--- config.mk ---
export PLATFORM = sky130hd
export DESIGN_NAME = apbf_ram
export DESIGN_NICKNAME = d
export VERILOG_FILES = /design/src/hw/rtl/apbf_ram.sv
export SDC_FILE = /design/constraint.sdc
export NUM_CORES = 1
export LEC_CHECK = 0
export ABC_CLOCK_PERIOD_IN_PS = 3700
export BUFFER_PORTS_ARGS = -buffer_cell sky130_fd_sc_hd__clkbuf_2
export CAP_MARGIN = 20
export CORE_ASPECT_RATIO = 1.2
export CORE_MARGIN = 3
export CORE_UTILIZATION = 65
export CTS_CLUSTER_SIZE = 20
export DETAILED_ROUTE_END_ITERATION = 8
export PLACE_DENSITY = 0.91
export SLEW_MARGIN = 20
export SYNTH_ARGS = -nofsm -noshare
export SYNTH_HDL_FRONTEND = slang
export SYNTH_SLANG_ARGS = --single-unit
export TNS_END_PERCENT = 10
--- constraint.sdc ---
create_clock -name clk -period 3.7 [get_ports clk]
set_input_delay 0.555 -clock clk [delete_from_list [all_inputs] [get_ports clk]]
set_output_delay 0.555 -clock clk [all_outputs]
set_load 0.01 [all_outputs]
--- src/hw/rtl/apbf_ram.sv ---
// Generic single-write, single-read memory with registered read data.
module apbf_ram #(
	parameter int W = 8,
	parameter int D = 64
) (
	input  logic                 clk,
	input  logic                 we,
	input  logic [$clog2(D)-1:0] waddr,
	input  logic [W-1:0]         wdata,
	input  logic [$clog2(D)-1:0] raddr,
	output logic [W-1:0]         rdata
);

	logic [W-1:0] mem [D];

	// Write port
	always_ff @(posedge clk) begin
		if (we) begin
			mem[waddr] <= wdata;
		end
	end

	// Registered read port
	always_ff @(posedge clk) begin
		rdata <= mem[raddr];
	end

endmodule
==> results of run 1 <==
Yosys cell counts (4+ instances only):
master    instances  area share, %
mux2_2           13           0.73
buf_2            11           0.27
buf_1             4          0.074
dfxtp_1           8           0.79
a211oi_1          4           0.15
clkbuf_1         17           0.32
mux4_2          126             14
buf_6             4           0.22
edfxtp_1        512             76
a221oi_1          6           0.26
nand2b_1          7           0.22
nor2_1           83            1.5
nand2_1          19           0.35
buf_4            13           0.48
o221ai_1          8           0.35
mux2i_1          23            1.1
o22ai_1           8           0.25
nor3_1            7           0.17
nand3_1          13           0.32
nor2b_1          14           0.43
final timing paths:
check | from | end | cells after the start
worst max-delay path | raddr[0] | rdata[1] | 7
worst min-delay path | raddr[5] | rdata[5] | 2
worst min register to register | mem[38][3] | rdata[3] | 4
worst max register to register | mem[16][6] | rdata[6] | 5
cell usage in the layout, fill, tap and decap left out, types with 6 or more instances in the layout:
| cell type | Yosys | routed |
|---|---|---|
| a221oi_1 | 6 | 6 |
| buf_4 | 13 | 23 |
| bufinv_16 | 0 | 7 |
| clkbuf_16 | 0 | 45 |
| clkbuf_2 | 0 | 24 |
| clkinv_2 | 0 | 11 |
| dfxtp_1 | 8 | 8 |
| edfxtp_1 | 512 | 512 |
| mux2_2 | 13 | 13 |
| mux2i_1 | 23 | 23 |
| mux4_2 | 126 | 126 |
| nand2_1 | 19 | 19 |
| nand2b_1 | 7 | 7 |
| nand3_1 | 13 | 13 |
| nor2_1 | 83 | 83 |
| nor2b_1 | 14 | 14 |
| nor3_1 | 7 | 7 |
| o221ai_1 | 8 | 8 |
| o22ai_1 | 8 | 8 |
layout make-up:
cell class,count,area [sq um],share of cell area [%]
Timing Repair Buffer,51,354,1.60
Clock buffer,51,1160,5.22
Antenna cell,2,5.00,0.0226
Tap cell,396,495,2.23
Sequential cell,520,15500,70.0
Multi-Input combinational cell,369,4320,19.4
Clock inverter,28,327,1.47
routing by layer:
metal / vias up / wire [um] / part of all wire [%]
met1: 5323 / 16400 / 32
met4: 0 / 2820 / 5.5
met5: - / 0 / 0
met2: 1074 / 25100 / 49
met3: 227 / 6490 / 13
li1: 4009 / - / -
power by group through the flow:
stage               Sequential (uW)  Combinational [uW]  Clock [uW]
floorplan                      6660                 347           0
global placement               6660                 555           0
detailed placement             6670                 584           0
CTS                            6540                 616        4820
global route                   6540                 653        5040
finish                         6540                 636        4830
registers in the layout, summed over array words and instances, names as in the netlist:
signal,count
mem,512
rdata,8
cells by family after synthesis:
kind of cell / after synthesis / share of synthesized area (%)
multiplexers: 162 / 15.9
AND/OR/NAND/NOR: 153 / 3.39
buffers and inverters: 51 / 1.57
flip-flops: 520 / 77.0
AO/OA/AOI/OAI: 54 / 2.07
through the flow:
step	setup WS, ns	power, uW	util (%)	hold WS [ns]	area [sq um]
finish	0.949	12000	72.6	0.553	22200
global route	0.875	12200	72.6	0.554	22200
CTS	0.980	12000	72.6	0.509	22200
detailed placement	0.556	7250	67.7	0.820	20700
global placement	0.675	7220	67.7	0.790	20700
floorplan	1.48	7010	-	0.654	20200
critical path, cell delays in order:
cell       delay [ns]
clkbuf_8         0.59
buf_4            0.51
mux4_2           0.56
mux2i_1          0.27
o2111ai_1        0.28
nand2_1          0.26
o2bb2ai_1        0.12
==> impl_results.md, run 1 <==
- Crit path arrival time: 3.17 ns
- Worst-path maximum fanout: 63
- Antenna violations before repair: 2
- Fill cell total of the finished layout: 1447
- Final cell count without fillers: 1417
- Post-synthesis net count: 962
- Endpoints failing hold: 0
- Number of synthesis warnings: 0
- Number of enable flip-flop cells after synthesis: 512
- Post-synth design cell area: 20200 sq um
- Resized cells post-CTS: 0
- Number of max-cap violations: 0
- Worst IR drop on VDD: 0.438 mV
- Clock tree from TritonCTS: built
- RSZ-0062 raised after global routing: no
- Part of the power in the clock network: 40.2%
- Worst R2R Setup Slack: 1.49 ns
- Largest net degree at the start of global routing: 65
- Type of element capturing the critical path: register
- Critical Setup Path Class: in -> reg
- Clock transition at the registers of the reported paths: 0.07 ns
- Areal power density over the cells: 541 nW/um^2
- Buffers on Ports: 29
- Switching fraction of total power: 21.0%
- Share of power burned in combinational logic: 5.3%
- Post-layout min period: 2.75 ns
- Met2 track utilization from global routing: 51.2%
- Initial cell density of the core: 66.0%
- Syn Area/Cell: 21.5 sq um
- Number of max-slew violations in the final report: 0
- Sequential cell fraction of total power: 54.5%
- Register bit total from synthesis: 520
- Detailed-routing iteration count for the pre-antenna-repair pass: 6
- Final weighted congestion in routability-driven placement: 0.845
- Transition time at the pin with the least slew margin: 1.06 ns
- Worst rel slew slack: 28.8%
- Share of cells above drive strength 1: 25.7%
- Total Routed Length: 50900 um
- Most utilized layer in the global route result: met2
- Core outline area: 30600 sq um
- Area of the die: 33200 sq um
- Row cnt: 70
- Gr ovfl total: 0
- Final HPWL from detailed placement: 27500 um
- Count of mapped cells out of synthesis: 940
- Number of buffers created by CTS: 43
- Die Span X: 167 um
- Met3 usage: 7.41%
- Buffer type at the clock tree root: clkbuf_16
- Post-CTS Setup Repair Bufs: 0
- Commonest register cell after synthesis: edfxtp_1
- Portion of the post-synthesis area used by sequential elements: 77.0%
- Worst-skew pair later-pin latency: 0.57 ns
- Internal cell power: 9480 uW
- Synth unique cells: 40
- Required time at the worst-slack endpoint: 4.12 ns
- Number of cells in the design after placement: 1336
- GR Util met1: 41.2%
- Residual DRC: 0
- Number of global-route vias before repair: 10600
- Aggregate negative setup slack: 0 ns
- Post-cts hold buffer count: 0
- Clock Tree Buf Depth: 3
- CP startpoint kind: primary input
- Signed area change from the synthesized netlist to the final layout: 10.0%
- Ports placed on the boundary: 30
- Highest clock rate: 363 MHz
- Combined global-route utilization of all metal layers: 31.3%
- Number of levels in the clock H-tree: 2
- Starting DRT DRC Count: 2116
- Post-layout net count: 1007
- Setup skew after layout: 0.0201 ns
- Switching power of the nets: 2520 uW
- Synth async-reset ratio: 0%
- Number of setup violations in the final report: 0
- Leakage power of the design: 0.00691 uW
- Routed vias: 10600
- Hold Crit Class: in -> reg
- Wire length per cell after detailed routing: 35.9 um
- Routed via count divided by cell count: 7.50
- Result of the run: finished, final reports clean
- Clock sink count: 520
- Antenna viol nets, final: 0
- Vertical die dimension: 199 um
- First-pass GRT wire length: 74500 um
- Final worst path period share: 74.4%
Note: power is estimated with default switching activity, not from simulation.
==> inputs of run 2 (changes only) <==
Settings changed: ABC_CLOCK_PERIOD_IN_PS 3700 to 2420, CORE_UTILIZATION 65 to 56, PLACE_DENSITY 0.91 to 0.84.
Clock period 3.7 ns to 2.42 ns, I/O delays scaled along.
==> impl_results.md, run 2 (same netlist as run 1, synthesis figures left out) <==
- Worst-skew pair later-pin latency: 0.56 ns
- Resized cells post-CTS: 0
- Number of flip-flops under the largest register name: 512
- Part of the power in the clock network: 38.1%
- Switching fraction of total power: 20.5%
- Setup ws final: 0.214 ns
- Core outline area: 35300 sq um
- CP startpoint kind: register
- Clock tree from TritonCTS: built
- Buffer type at the clock tree root: clkbuf_16
- Vertical die dimension: 214 um
- Leakage power of the design: 0.00745 uW
- Clock transition at the registers of the reported paths: 0.07 ns
- Switching power of the nets: 3640 uW
- Number of buffers created by CTS: 45
- Row cnt: 75
- Detailed-routing iteration count for the pre-antenna-repair pass: 6
- Post-CTS Setup Repair Bufs: 0
- Starting DRT DRC Count: 1621
- Register Area: 15500 sq um
- Transition time at the pin with the least slew margin: 1.07 ns
- Post-layout net count: 1108
- Residual DRC: 0
- Areal power density over the cells: 771 nW/um^2
- Critical Setup Path Class: reg -> reg
- First-pass GRT wire length: 69000 um
- Fill cell total of the finished layout: 2174
- Number of max-cap violations: 0
- Endpoints failing hold: 0
- Worst rel slew slack: 28.7%
- Post-cts hold buffer count: 0
- Antenna violations before repair: 2
- Signed area change from the synthesized netlist to the final layout: 14.2%
- Final hold slack: 0.380 ns
- Clock sink count: 520
- Registers with the most flip-flops: mem (512), rdata (8)
- Result of the run: finished, final reports clean
- Final worst path period share: 91.2%
- Post-layout power: 17800 uW
- Place WS: -0.217 ns
- Type of element capturing the critical path: register
- Hold Crit Class: in -> reg
- Routed vias: 10300
- Highest clock rate: 453 MHz
- Worst IR drop on VDD: 0.437 mV
- Clock Tree Buf Depth: 3
- Final HPWL from detailed placement: 28400 um
- Number of global-route vias before repair: 10800
- Number of levels in the clock H-tree: 2
- Number of setup violations in the final report: 0
- Area occupied by multi-input gates: 4320 sq um
- Share of power burned in combinational logic: 5.6%
- Buffers on Ports: 29
- Final weighted congestion in routability-driven placement: 0.846
- Die Span X: 179 um
- Gr ovfl total: 0
- Ant diodes: 0
- Ports placed on the boundary: 30
- Initial cell density of the core: 57.2%
- Utilization after layout: 65.3%
- Wire length per cell after detailed routing: 28.9 um
- Worst-path maximum fanout: 1
- Share of cells above drive strength 1: 31.5%
- Commonest cells after routing, fill and taps aside: edfxtp_1 (512), mux4_2 (126), buf_4 (111)
- Sequential cell fraction of total power: 56.3%
- Combined global-route utilization of all metal layers: 24.8%
- Setup skew after layout: 0.0170 ns
- Most common library cell in the layout ignoring fill and taps: edfxtp_1
- Area of the die: 38300 sq um
- RSZ-0062 raised after global routing: no
- Register with the most flip-flops: mem
- Number of max-slew violations in the final report: 0
- Internal cell power: 14100 uW
- Routed via count divided by cell count: 6.50
- Largest net degree at the start of global routing: 65
- Required time at the worst-slack endpoint: 2.85 ns
- Post-layout min period: 2.21 ns
- Aggregate negative setup slack: 0 ns
- Total Routed Length: 45700 um
- Antenna viol nets, final: 0
- Crit path arrival time: 2.63 ns
## run 2: cell types whose count changed in the layout (fill, tap and decap cells not counted), sizes merged, moves of 2 or more
cell / delta
clkinvlp: -5
clkinv: +2
diode: -2
bufinv: -6
clkbuf: +11
buf: +98
## run 2: critical path, stage by stage (launching register included)
cell and delay (ns):
edfxtp_1 0.38, mux4_2 0.48, mux2_2 0.30, o221a_2 0.28, nor3_1 0.48, o32ai_1 0.16
## run 2: through the flow
step | cell area [sq um] | std cells
after detailed placement | 21600 | 1501
after floorplan | 20200 | 940
after global placement | 21600 | 1501
after CTS | 23000 | 1582
final | 23000 | 1582
after global routing | 23000 | 1582
## run 2: power groups by stage
| stage | Combinational (uW) | Clock, uW | Sequential [uW] |
|---|---|---|---|
| floorplan | 531 | 0 | 10200 |
| global placement | 942 | 0 | 10200 |
| detailed placement | 974 | 0 | 10200 |
| CTS | 987 | 6840 | 10000 |
| global route | 1040 | 7180 | 10000 |
| finish | 989 | 6770 | 10000 |
## run 2: path summary, 6_finish.rpt
kind	startpoint	endpoint	slack [ns]	cells past startpoint
min reg2reg	mem[31][0]	rdata[0]	0.87	4
max	mem[16][6]	rdata[6]	0.21	5
min	raddr[5]	rdata[1]	0.38	3
max reg2reg	mem[16][6]	rdata[6]	0.21	5
## run 2: final cells by class
class	instances	share of cell area [%]
well taps	462	2.51
multi-input cells	369	18.7
clock inverters	20	0.532
flip-flops and latches	520	67.5
clock buffers	61	5.47
repair buffers	150	5.29
## run 2: routing by layer
layer	part of all wire (%)	track usage, %
met1	35	33.5
met2	51	41.9
met3	9.7	4.00
met4	3.7	8.32
met5	0.061	0
